[config.mk]
export PLATFORM = sky130hd
export DESIGN_NAME = aging_thread_scheduler_core
export DESIGN_NICKNAME = d
export VERILOG_FILES = /design/src/hdl/ats_pkg.sv /design/src/hdl/ats_table.sv /design/src/hdl/ats_seq.sv /design/src/hdl/aging_thread_scheduler_core.sv
export SDC_FILE = /design/constraint.sdc
export NUM_CORES = 1
export LEC_CHECK = 0
export BUFFER_PORTS_ARGS = -buffer_cell sky130_fd_sc_hd__buf_4
export CAP_MARGIN = 20
export CORE_ASPECT_RATIO = 1.1
export CORE_UTILIZATION = 47
export CTS_CLUSTER_SIZE = 10
export DETAILED_ROUTE_END_ITERATION = 8
export SYNTH_ARGS = -nofsm -noshare
export SYNTH_HDL_FRONTEND = slang
export SYNTH_SLANG_ARGS = --single-unit
[constraint.sdc]
create_clock -name clk -period 10.97 [get_ports clk]
set_clock_uncertainty 0.15 [all_clocks]
set_input_delay 2.7425 -clock clk [delete_from_list [all_inputs] [get_ports clk]]
set_output_delay 2.7425 -clock clk [all_outputs]
set_load 0.01 [all_outputs]
[src/hdl/ats_pkg.sv]
// Shared types, codes and helpers of the aging thread scheduler
package ats_pkg;

  localparam int AGE_W   = 16;
  localparam int OWNER_W = 8;

  localparam logic [2:0] CMD_TICK   = 3'd0;
  localparam logic [2:0] CMD_YIELD  = 3'd1;
  localparam logic [2:0] CMD_SLEEP  = 3'd2;
  localparam logic [2:0] CMD_WAKEUP = 3'd3;
  localparam logic [2:0] CMD_CREATE = 3'd4;
  localparam logic [2:0] CMD_FREE   = 3'd5;

  localparam logic [2:0] ST_AVAILABLE = 3'd0;
  localparam logic [2:0] ST_READY     = 3'd1;
  localparam logic [2:0] ST_RUNNING   = 3'd2;
  localparam logic [2:0] ST_WAITING   = 3'd3;

  localparam logic [1:0] STS_OK        = 2'd0;
  localparam logic [1:0] STS_BAD_INDEX = 2'd1;
  localparam logic [1:0] STS_NO_SLOT   = 2'd2;

  localparam logic [AGE_W-1:0]   AGE_MAX        = 16'hFFFF;
  localparam logic [AGE_W-1:0]   QUANTUM_RESET  = 16'd100;
  localparam logic [OWNER_W-1:0] KERNEL_OWNER   = 8'h00;
  localparam logic [OWNER_W-1:0] FREE_OWNER     = 8'hFF;

  typedef struct packed {
    logic [2:0]         st;
    logic [AGE_W-1:0]   age;
    logic [OWNER_W-1:0] owner;
  } ats_entry_t;

  localparam ats_entry_t ENTRY_KERNEL = '{ST_RUNNING, 16'd1, KERNEL_OWNER};
  localparam ats_entry_t ENTRY_BLANK  = '{ST_AVAILABLE, 16'd0, FREE_OWNER};
  localparam ats_entry_t ENTRY_FREED  = '{ST_AVAILABLE, AGE_MAX, FREE_OWNER};

  typedef struct packed {
    logic [3:0] running_thread;
    logic       switched;
    logic [1:0] status;
    logic [3:0] created_thread;
  } ats_result_t;

  function automatic logic [AGE_W-1:0] sat_inc(input logic [AGE_W-1:0] v);
    sat_inc = (v == AGE_MAX) ? v : v + 16'd1;
  endfunction

endpackage

[src/hdl/ats_table.sv]
// Thread table memory with per-entry written bits and registered read
module ats_table import ats_pkg::*; #(
  parameter int SLOTS  = 16,
  parameter int ADDR_W = $clog2(SLOTS)
) (
  input  logic              clk,
  input  logic              rst,
  input  logic              rd_en,
  input  logic [ADDR_W-1:0] rd_addr,
  output ats_entry_t        rd_data,
  input  logic              wr_en,
  input  logic [ADDR_W-1:0] wr_addr,
  input  ats_entry_t        wr_data
);

  ats_entry_t       mem [SLOTS];
  logic [SLOTS-1:0] written;
  ats_entry_t       rd_raw;
  logic             rd_hit;
  logic             rd_kernel;

  always_ff @(posedge clk) begin
    if (wr_en) begin
      mem[wr_addr] <= wr_data;
    end
    if (rd_en) begin
      rd_raw    <= mem[rd_addr];
      rd_hit    <= written[rd_addr];
      rd_kernel <= (rd_addr == '0);
    end
  end

  always_ff @(posedge clk) begin
    if (rst) begin
      written <= '0;
    end else if (wr_en) begin
      written[wr_addr] <= 1'b1;
    end
  end

  assign rd_data = rd_hit ? rd_raw : (rd_kernel ? ENTRY_KERNEL : ENTRY_BLANK);

endmodule

[src/hdl/ats_seq.sv]
// Command sequencer: decode, table scans, selection pass and table updates
module ats_seq import ats_pkg::*; #(
  parameter int SLOTS  = 16,
  parameter int ADDR_W = $clog2(SLOTS),
  parameter int CNT_W  = $clog2(SLOTS + 1)
) (
  input  logic              clk,
  input  logic              rst,
  input  logic [15:0]       quantum_limit,
  input  logic              in_take,
  input  logic [2:0]        command,
  input  logic [3:0]        target_thread,
  input  logic [7:0]        owner_id,
  output logic              busy,
  output logic              res_valid,
  input  logic              res_take,
  output ats_result_t       res,
  output logic              rd_en,
  output logic [ADDR_W-1:0] rd_addr,
  input  ats_entry_t        rd_data,
  output logic              wr_en,
  output logic [ADDR_W-1:0] wr_addr,
  output ats_entry_t        wr_data
);

  localparam logic [2:0] S_IDLE   = 3'd0;
  localparam logic [2:0] S_DECODE = 3'd1;
  localparam logic [2:0] S_PRE    = 3'd2;
  localparam logic [2:0] S_SCAN   = 3'd3;
  localparam logic [2:0] S_PICK   = 3'd4;
  localparam logic [2:0] S_CREATE = 3'd5;
  localparam logic [2:0] S_WAKE   = 3'd6;
  localparam logic [2:0] S_FINISH = 3'd7;

  logic [2:0]         state;
  logic [2:0]         cmd_q;
  logic [3:0]         tid_q;
  logic [7:0]         owner_q;
  logic [ADDR_W-1:0]  cur;
  logic [15:0]        qc;
  logic [CNT_W-1:0]   cnt;
  logic               proc_valid;
  logic [ADDR_W-1:0]  proc_idx;
  logic [ADDR_W-1:0]  pick;
  logic [AGE_W-1:0]   pick_age;
  logic [OWNER_W-1:0] pick_owner;
  logic               switched_q;
  logic [1:0]         status_q;
  logic [ADDR_W-1:0]  created_q;

  logic [ADDR_W+3:0]  tid_wide;
  logic [ADDR_W-1:0]  tid_idx;
  logic               tid_ok;
  logic               issue;
  logic               entry_ready;
  logic [AGE_W-1:0]   new_age;
  logic               slot_found;
  logic               pass_due;
  logic [2:0]         pre_st;
  logic [ADDR_W+3:0]  cur_wide;
  logic [ADDR_W+3:0]  created_wide;

  assign tid_wide    = {ADDR_W'(0), tid_q};
  assign tid_idx     = tid_wide[ADDR_W-1:0];
  assign tid_ok      = (tid_q != 4'd0) && (tid_wide < (ADDR_W + 4)'(SLOTS));
  assign issue       = (cnt != CNT_W'(SLOTS));
  assign entry_ready = (rd_data.st == ST_READY);
  assign new_age     = entry_ready ? sat_inc(rd_data.age) : rd_data.age;
  assign slot_found  = proc_valid && (rd_data.st == ST_AVAILABLE);
  assign pass_due    = (qc >= quantum_limit);
  assign pre_st      = (cmd_q == CMD_SLEEP) ? ST_WAITING :
                       ((rd_data.st == ST_RUNNING) ? ST_READY : rd_data.st);

  assign busy      = (state != S_IDLE);
  assign res_valid = (state == S_FINISH);

  assign cur_wide     = {4'd0, cur};
  assign created_wide = {4'd0, created_q};
  assign res = '{cur_wide[3:0], switched_q, status_q, created_wide[3:0]};

  always_comb begin
    rd_en   = 1'b0;
    rd_addr = cnt[ADDR_W-1:0];
    wr_en   = 1'b0;
    wr_addr = proc_idx;
    wr_data = rd_data;
    unique case (state)
      S_DECODE: begin
        unique case (cmd_q)
          CMD_TICK: begin
            rd_en   = pass_due;
            rd_addr = cur;
          end
          CMD_YIELD, CMD_SLEEP: begin
            rd_en   = 1'b1;
            rd_addr = cur;
          end
          CMD_WAKEUP: begin
            rd_en   = tid_ok;
            rd_addr = tid_idx;
          end
          CMD_FREE: begin
            wr_en   = tid_ok;
            wr_addr = tid_idx;
            wr_data = ENTRY_FREED;
          end
          default: ;
        endcase
      end
      S_PRE: begin
        wr_en      = 1'b1;
        wr_addr    = cur;
        wr_data.st = pre_st;
      end
      S_SCAN: begin
        rd_en       = issue;
        wr_en       = proc_valid && entry_ready;
        wr_data.age = new_age;
      end
      S_PICK: begin
        wr_en   = 1'b1;
        wr_addr = pick;
        wr_data = '{ST_RUNNING, AGE_W'(0), pick_owner};
      end
      S_CREATE: begin
        rd_en   = issue && !slot_found;
        wr_en   = slot_found;
        wr_data = '{ST_READY, 16'd1, owner_q};
      end
      S_WAKE: begin
        wr_en      = 1'b1;
        wr_addr    = tid_idx;
        wr_data.st = ST_READY;
      end
      default: ;
    endcase
  end

  always_ff @(posedge clk) begin
    if (rst) begin
      state <= S_IDLE;
      cur   <= '0;
      qc    <= '0;
    end else begin
      unique case (state)
        S_IDLE: begin
          if (in_take) begin
            cmd_q   <= command;
            tid_q   <= target_thread;
            owner_q <= owner_id;
            state   <= S_DECODE;
          end
        end
        S_DECODE: begin
          status_q   <= (((cmd_q == CMD_WAKEUP) || (cmd_q == CMD_FREE)) && !tid_ok) ?
                        STS_BAD_INDEX : STS_OK;
          switched_q <= 1'b0;
          created_q  <= '0;
          cnt        <= '0;
          proc_valid <= 1'b0;
          unique case (cmd_q)
            CMD_TICK: begin
              qc    <= sat_inc(qc);
              state <= pass_due ? S_PRE : S_FINISH;
            end
            CMD_YIELD, CMD_SLEEP: begin
              state <= S_PRE;
            end
            CMD_WAKEUP: begin
              state <= tid_ok ? S_WAKE : S_FINISH;
            end
            CMD_CREATE: begin
              state <= S_CREATE;
            end
            CMD_FREE: begin
              state <= S_FINISH;
            end
            default: begin
              state <= S_FINISH;
            end
          endcase
        end
        S_PRE: begin
          state <= S_SCAN;
        end
        S_SCAN: begin
          if (issue) begin
            cnt <= cnt + CNT_W'(1);
          end
          proc_valid <= issue;
          proc_idx   <= cnt[ADDR_W-1:0];
          if (proc_valid) begin
            priority if (proc_idx == '0) begin
              pick       <= '0;
              pick_age   <= new_age;
              pick_owner <= rd_data.owner;
            end else if (entry_ready && (rd_data.age >= pick_age)) begin
              pick       <= proc_idx;
              pick_age   <= new_age;
              pick_owner <= rd_data.owner;
            end else begin
              // hold the pick
            end
            if (!issue) begin
              state <= S_PICK;
            end
          end
        end
        S_PICK: begin
          cur        <= pick;
          qc         <= '0;
          switched_q <= 1'b1;
          state      <= S_FINISH;
        end
        S_CREATE: begin
          if (issue) begin
            cnt <= cnt + CNT_W'(1);
          end
          proc_valid <= issue;
          proc_idx   <= cnt[ADDR_W-1:0];
          priority if (slot_found) begin
            created_q <= proc_idx;
            state     <= S_FINISH;
          end else if (proc_valid && !issue) begin
            status_q <= STS_NO_SLOT;
            state    <= S_FINISH;
          end else begin
            // advance the scan
          end
        end
        S_WAKE: begin
          state <= S_FINISH;
        end
        S_FINISH: begin
          if (res_take) begin
            state <= S_IDLE;
          end
        end
        default: begin
          state <= S_IDLE;
        end
      endcase
    end
  end

endmodule

[src/hdl/aging_thread_scheduler_core.sv]
// Aging thread scheduler: top level with limit register and result register
// Tick without preemption, free, rejected wakeup and unused codes go from decode straight to
// the result; wakeup adds a table write; a selection pass adds a write of the old thread, a
// scan of the table and a write of the pick; create scans until it finds a free slot or the
// table ends. One item at a time; the single read port of the table scans one entry per cycle.
// Reset (synchronous): thread 0 running, table written bits cleared at once, limit 100.
module aging_thread_scheduler_core import ats_pkg::*; #(
  parameter int THREAD_SLOTS = 16
) (
  input  logic        clk,
  input  logic        rst,
  input  logic        cfg_valid,
  output logic        cfg_ready,
  input  logic [15:0] quantum_limit,
  input  logic        in_valid,
  output logic        in_stall,
  input  logic [2:0]  command,
  input  logic [3:0]  target_thread,
  input  logic [7:0]  owner_id,
  output logic        out_valid,
  input  logic        out_stall,
  output logic [3:0]  running_thread,
  output logic        switched,
  output logic [1:0]  status,
  output logic [3:0]  created_thread
);

  localparam int ADDR_W = $clog2(THREAD_SLOTS);

  logic [15:0]       limit;
  logic              busy;
  logic              res_valid;
  logic              res_take;
  ats_result_t       res;
  logic              rd_en;
  logic [ADDR_W-1:0] rd_addr;
  ats_entry_t        rd_data;
  logic              wr_en;
  logic [ADDR_W-1:0] wr_addr;
  ats_entry_t        wr_data;

  assign cfg_ready = 1'b1;
  assign in_stall  = busy;
  assign res_take  = !out_valid || !out_stall;

  always_ff @(posedge clk) begin
    if (rst) begin
      limit <= QUANTUM_RESET;
    end else if (cfg_valid && cfg_ready) begin
      limit <= quantum_limit;
    end
  end

  always_ff @(posedge clk) begin
    if (rst) begin
      out_valid <= 1'b0;
    end else if (res_valid && res_take) begin
      out_valid <= 1'b1;
    end else if (out_valid && !out_stall) begin
      out_valid <= 1'b0;
    end
  end

  always_ff @(posedge clk) begin
    if (res_valid && res_take) begin
      running_thread <= res.running_thread;
      switched       <= res.switched;
      status         <= res.status;
      created_thread <= res.created_thread;
    end
  end

  ats_seq #(
    .SLOTS  (THREAD_SLOTS),
    .ADDR_W (ADDR_W)
  ) u_seq (
    .clk           (clk),
    .rst           (rst),
    .quantum_limit (limit),
    .in_take       (in_valid && !in_stall),
    .command       (command),
    .target_thread (target_thread),
    .owner_id      (owner_id),
    .busy          (busy),
    .res_valid     (res_valid),
    .res_take      (res_take),
    .res           (res),
    .rd_en         (rd_en),
    .rd_addr       (rd_addr),
    .rd_data       (rd_data),
    .wr_en         (wr_en),
    .wr_addr       (wr_addr),
    .wr_data       (wr_data)
  );

  ats_table #(
    .SLOTS  (THREAD_SLOTS),
    .ADDR_W (ADDR_W)
  ) u_table (
    .clk     (clk),
    .rst     (rst),
    .rd_en   (rd_en),
    .rd_addr (rd_addr),
    .rd_data (rd_data),
    .wr_en   (wr_en),
    .wr_addr (wr_addr),
    .wr_data (wr_data)
  );

endmodule

# == After elaboration in Yosys (flattened, before gate mapping) ==
# Memories as Yosys holds them, arrays and structs flattened. A register that Yosys moved wholly into a read port is not among the register bits.
# Index checks and enable logic that the tools add are counted.
# op_classes
addsub,3
magnitude_cmp,6
eq_ne,28
muxes,54
bitwise_logic,2
reduce_logical,47
# op_table
operator,n
two-way mux 16 bit,6
one-hot mux 16 bit (4 select lines),1
two-way mux 27 bit,2
"adder 16 x 1 -> 16 bit, second input constant",2
"equality test 16 bit, second input constant",2
greater-or-equal comparator 16 bit,2
one-hot mux 16 bit (2 select lines),1
two-way mux 3 bit,9
two-way mux 26 bit,1
one-hot mux 3 bit (4 select lines),2
one-hot mux 8 bit (3 select lines),1
one-hot mux 3 bit (7 select lines),1
"equality test 3 bit, second input constant",6
two-way mux 4 bit,4
two-way mux 8 bit,2
bitwise OR 16 bit,1
one-hot mux 4 bit (2 select lines),2
one-hot mux 4 bit (4 select lines),1
"equality test 3 x 2 -> 1 bit, second input constant",5
"< comparator 4 x 5 -> 1 bit, second input constant",3
"inequality test 2 x 1 -> 1 bit, second input constant",6
AND reduction 3 bit,4
logical AND 1 bit,11
one-hot mux 5 bit (2 select lines),1
other kinds (28),64
# word_totals
register_bits,129
mem_bits_rw,432
in_bits,36
output_inout_bits,14
word_cells,165
mem_count,1
# memory_table
memory,depth,word_bits,rd,rd_clocked_by_memory_dff,wr,line,source
u_table.mem,16,27,1,1,1,ats_table.sv:16,ats_entry_t mem [SLOTS];

# == Depth between registers and ports, before layout ==
# depth
word_depth,8
depth_mapped,13
mapped_depth_nobuf,10

# == Modules after synthesis ==
# Synthesis repeated with hierarchy kept, for this count alone.
# hier_totals
cells_unflattened,1556
area_unflattened_um2,24628.6
# modules_own_cells
module,n_inst,cells_each,area_each_um2,seq_area_each_um2
ats_table,1,868,18049.8,14163.6
ats_seq,1,617,5606.6,2262.2
aging_thread_scheduler_core,1,71,972.2,670.6

# == Worst setup path before layout ==
# OpenSTA, ideal clock, no wires.
# synth_timing
path_type,input -> register
startpoint,input port rst
endpoint,register u_seq.pick[0] (enable)
setup_ns,0.507
arrival_ns,5.992
required_ns,10.313
path_slack_ns,4.321
cell_stages,1
n_path_buf,0
cell_sequence,a2111oi_0
# synth_between
elab_chain_cells,2
# synth_lines
item,line,source
"start, declared",aging_thread_scheduler_core.sv:11,"input logic rst,"
inverter 1 bit (no line),-,
AND reduction 4 bit (no line),-,
"end signal, assigned",ats_seq.sv:198,pick <= proc_idx;
"end, declared",ats_seq.sv:44,logic [ADDR_W-1:0] pick;
# Every way passes these cells.
# A chain may end at the register's enable or synchronous reset.

# == Worst setup path after layout ==
# layout_timing
startpoint,register u_seq.state[2]
endpoint,output port in_stall
# layout_between
elab_chain_cells,1
# layout_lines
item,line,source
"start, declared",ats_seq.sv:35,logic [2:0] state;
"start signal, assigned",ats_seq.sv:164,state <= pass_due ? S_PRE : S_FINISH;
"start signal, assigned",ats_seq.sv:170,state <= tid_ok ? S_WAKE : S_FINISH;
nonzero test 3 bit,ats_seq.sv:74,assign busy = (state != S_IDLE);
"end, declared",aging_thread_scheduler_core.sv:16,"output logic in_stall,"
# Every way passes these cells.

==> flow_summary.json <==
{
  "status": "finished clean",
  "syn_to_final_growth_pct": 12.7,
  "synth-edff-count": 380,
  "drive_gt1_share_pct": 11.5,
  "yosysWarnings": 0,
  "clockRootBuffer": "clkbuf_16",
  "cts_buffers": 50,
  "drv_cap": 0,
  "ys_dominant_reg_cell": "edfxtp_1",
  "clock_latency_ps": 610,
  "synth.distinct_cells": 79,
  "dp_hpwl_um": 29500,
  "dieArea_sq_um": 42000,
  "io_pins": 50,
  "synth_seq_cells": 436,
  "final-hold-violation-count": 0,
  "coreArea_sq_um": 40400,
  "critPathLaunchType": "register",
  "drt-wirelength-per-cell_um": 23.1,
  "power.leakage_nw": 7.77,
  "max_freq_ghz": 0.207,
  "hold_buffers": 0,
  "drtIter0Drc": 1156,
  "crit_fanout": 23,
  "start_util_pct": 48.0,
  "min_path_cells": 0,
  "ant_nets": 0,
  "clockBufferDepth": 3,
  "worstMarginPinSlew_ps": 1160,
  "finalSetupViolCount": 0,
  "fin_nets": 1674,
  "first_pass_iters": 6,
  "portBuffers": 40,
  "synth_async_sr_flop_share_pct": 0,
  "cts.sinks": 436,
  "die_h_um": 215,
  "p_total_mw": 5.11,
  "synthCells": 1568,
  "grtUsageTotal_pct": 23.8,
  "vias": 12968,
  "endpoint_kind": "output port",
  "multi_input_comb_area_sq_um": 6280,
  "irDropWorstVdd_v": 0.000146,
  "grt_overflow": 0,
  "grt_pass1_wl_um": 74700,
  "hp-class": "reg2reg",
  "grt_start_max_net_pins": 77,
  "n_antenna_cell": 0,
  "power.density_nw_per_um2": 234,
  "antenna_found_initial": 0,
  "first_global_vias": 12263,
  "num-fill-cells": 3363,
  "worst-endpoint-arrival_ps": 1930,
  "r2r_cells": 8,
  "rsz0062_at_grt": "false",
  "max_slew_margin_pct": 22.6,
  "cts_tree": "built",
  "vias_per_cell": 6.05,
  "syn-mean-instance-area_sq_um": 12.4,
  "synth-seq-area-share_pct": 64.7,
  "cts.clk_slew.worst_paths_ps": 60,
  "htreeDepth": 2,
  "min_period_ps": 4820,
  "synthesis.nets": 1640,
  "timing.final.crit_share_pct": 43.9,
  "post_cts_buffers": 0,
  "routabilityCongestion": 0.900,
  "seqCellArea_sq_um": 12500,
  "die_x_um": 196,
  "wl_um": 49500,
  "drcViolationCount": 0,
  "syn_area_sq_um": 19400,
  "postCtsResizedCells": 0,
  "finalSetupTns_ps": 0,
  "crit_required_ps": 8080,
  "drv_slew": 0,
  "fin_util_pct": 54.1,
  "critPathKind": "reg2out",
  "row_count": 77
}
==> final timing paths <==
path	start	end	slack (ps)
hold reg to reg	u_seq.created_q[3]	created_thread[3]	230
hold / removal	u_seq.created_q[3]	created_thread[3]	230
setup / recovery	u_seq.state[2]	in_stall	6150
setup reg to reg	u_seq.state[2]	u_table.rd_raw[13]	6300
==> cells by family after synthesis <==
group	Yosys count	share of synthesized area [%]
simple gates	540	13.4
flops	436	64.7
compound gates	300	11.6
buf+inv	164	3.42
mux	58	3.00
fa+ha+maj	36	2.33
xor+xnor	33	1.49
other cells	1	0.0194
==> cell type report <==
cell class | count | area share, %
flip-flops and latches | 436 | 57.4
well taps | 513 | 2.94
repair buffers | 86 | 3.05
clock inverters | 4 | 0.453
inverters | 60 | 1.03
multi-input cells | 968 | 28.8
clock buffers | 76 | 6.32
==> registers in the layout, indices dropped and copies added, names as in the netlist, 4 cells and up <==
name / flops
u_table.mem: 304
u_table.rd_raw: 19
limit: 16
u_seq.pick_age: 16
u_seq.qc: 16
u_table.written: 16
u_seq.cnt: 5
created_thread: 4
running_thread: 4
u_seq.created_q: 4
u_seq.cur: 4
u_seq.pick: 4
u_seq.proc_idx: 4
u_seq.tid_idx: 4
==> synth_stat cells (20+ instances only) <==
| cell type | n | area [sq um] |
|---|---|---|
| a211oi_1 | 55 | 413 |
| o221ai_1 | 22 | 193 |
| nand3_1 | 100 | 500 |
| clkbuf_1 | 75 | 282 |
| nand2_1 | 198 | 743 |
| dfxtp_1 | 56 | 1120 |
| and3_1 | 55 | 344 |
| inv_1 | 59 | 221 |
| a21oi_1 | 60 | 300 |
| xnor2_1 | 30 | 263 |
| nor2_1 | 93 | 349 |
| mux2i_1 | 57 | 571 |
| a311oi_1 | 43 | 377 |
| buf_2 | 22 | 110 |
| edfxtp_1 | 380 | 11400 |
| ha_1 | 36 | 450 |
| a311o_1 | 20 | 200 |
==> metrics by stage <==
stage               instance area (sq um)  worst slack [ps]  hold slack, ps  instances
global placement                    20300              6240             253       2061
global route                        21800              6010             222       2143
floorplan                           19400              4320             250       1568
detailed placement                  20300              6150             255       2061
finish                              21800              6150             228       2143
CTS                                 21800              6110             227       2141
==> placed cells by master (no fill, tap or decap), drive strengths merged, types with 5 or more instances in the layout <==
cell / n
and3: 55
a21oi: 60
edfxtp: 380
o211ai: 8
inv: 61
a211oi: 55
nand3: 101
a311o: 20
buf: 85
nor4: 5
xnor2: 30
o21ai: 17
nor2: 93
a31oi: 8
a221oi: 7
clkbuf: 77
nand4: 10
o221ai: 22
o21a: 5
nand2b: 6
ha: 36
nand2: 200
dfxtp: 56
nor3: 20
nand3b: 9
and2: 13
mux2i: 57
a311oi: 43
o31ai: 6
a21o: 9
==> power by group <==
part	leakage (nW)	total (mW)	internal, mW	switching, mW
registers	3.95	2.26	2.16	0.0972
logic	3.12	1.33	0.393	0.934
clock network	0.706	1.53	0.884	0.643
==> layer usage <==
layer  vias up  wire [um]  track usage [%]
met1      6433      22000             33.1
met4         0       1050             7.45
met5         -          0                0
met2       442      23400             38.6
met3        72       3080             3.19
li1       6021          -                -
==> critical path: stages (launching register included) <==
cell,delay [ps]
dfxtp_1,390
buf_4,260
or3_1,480
buf_4,180
(Power assumes the default switching activity.)
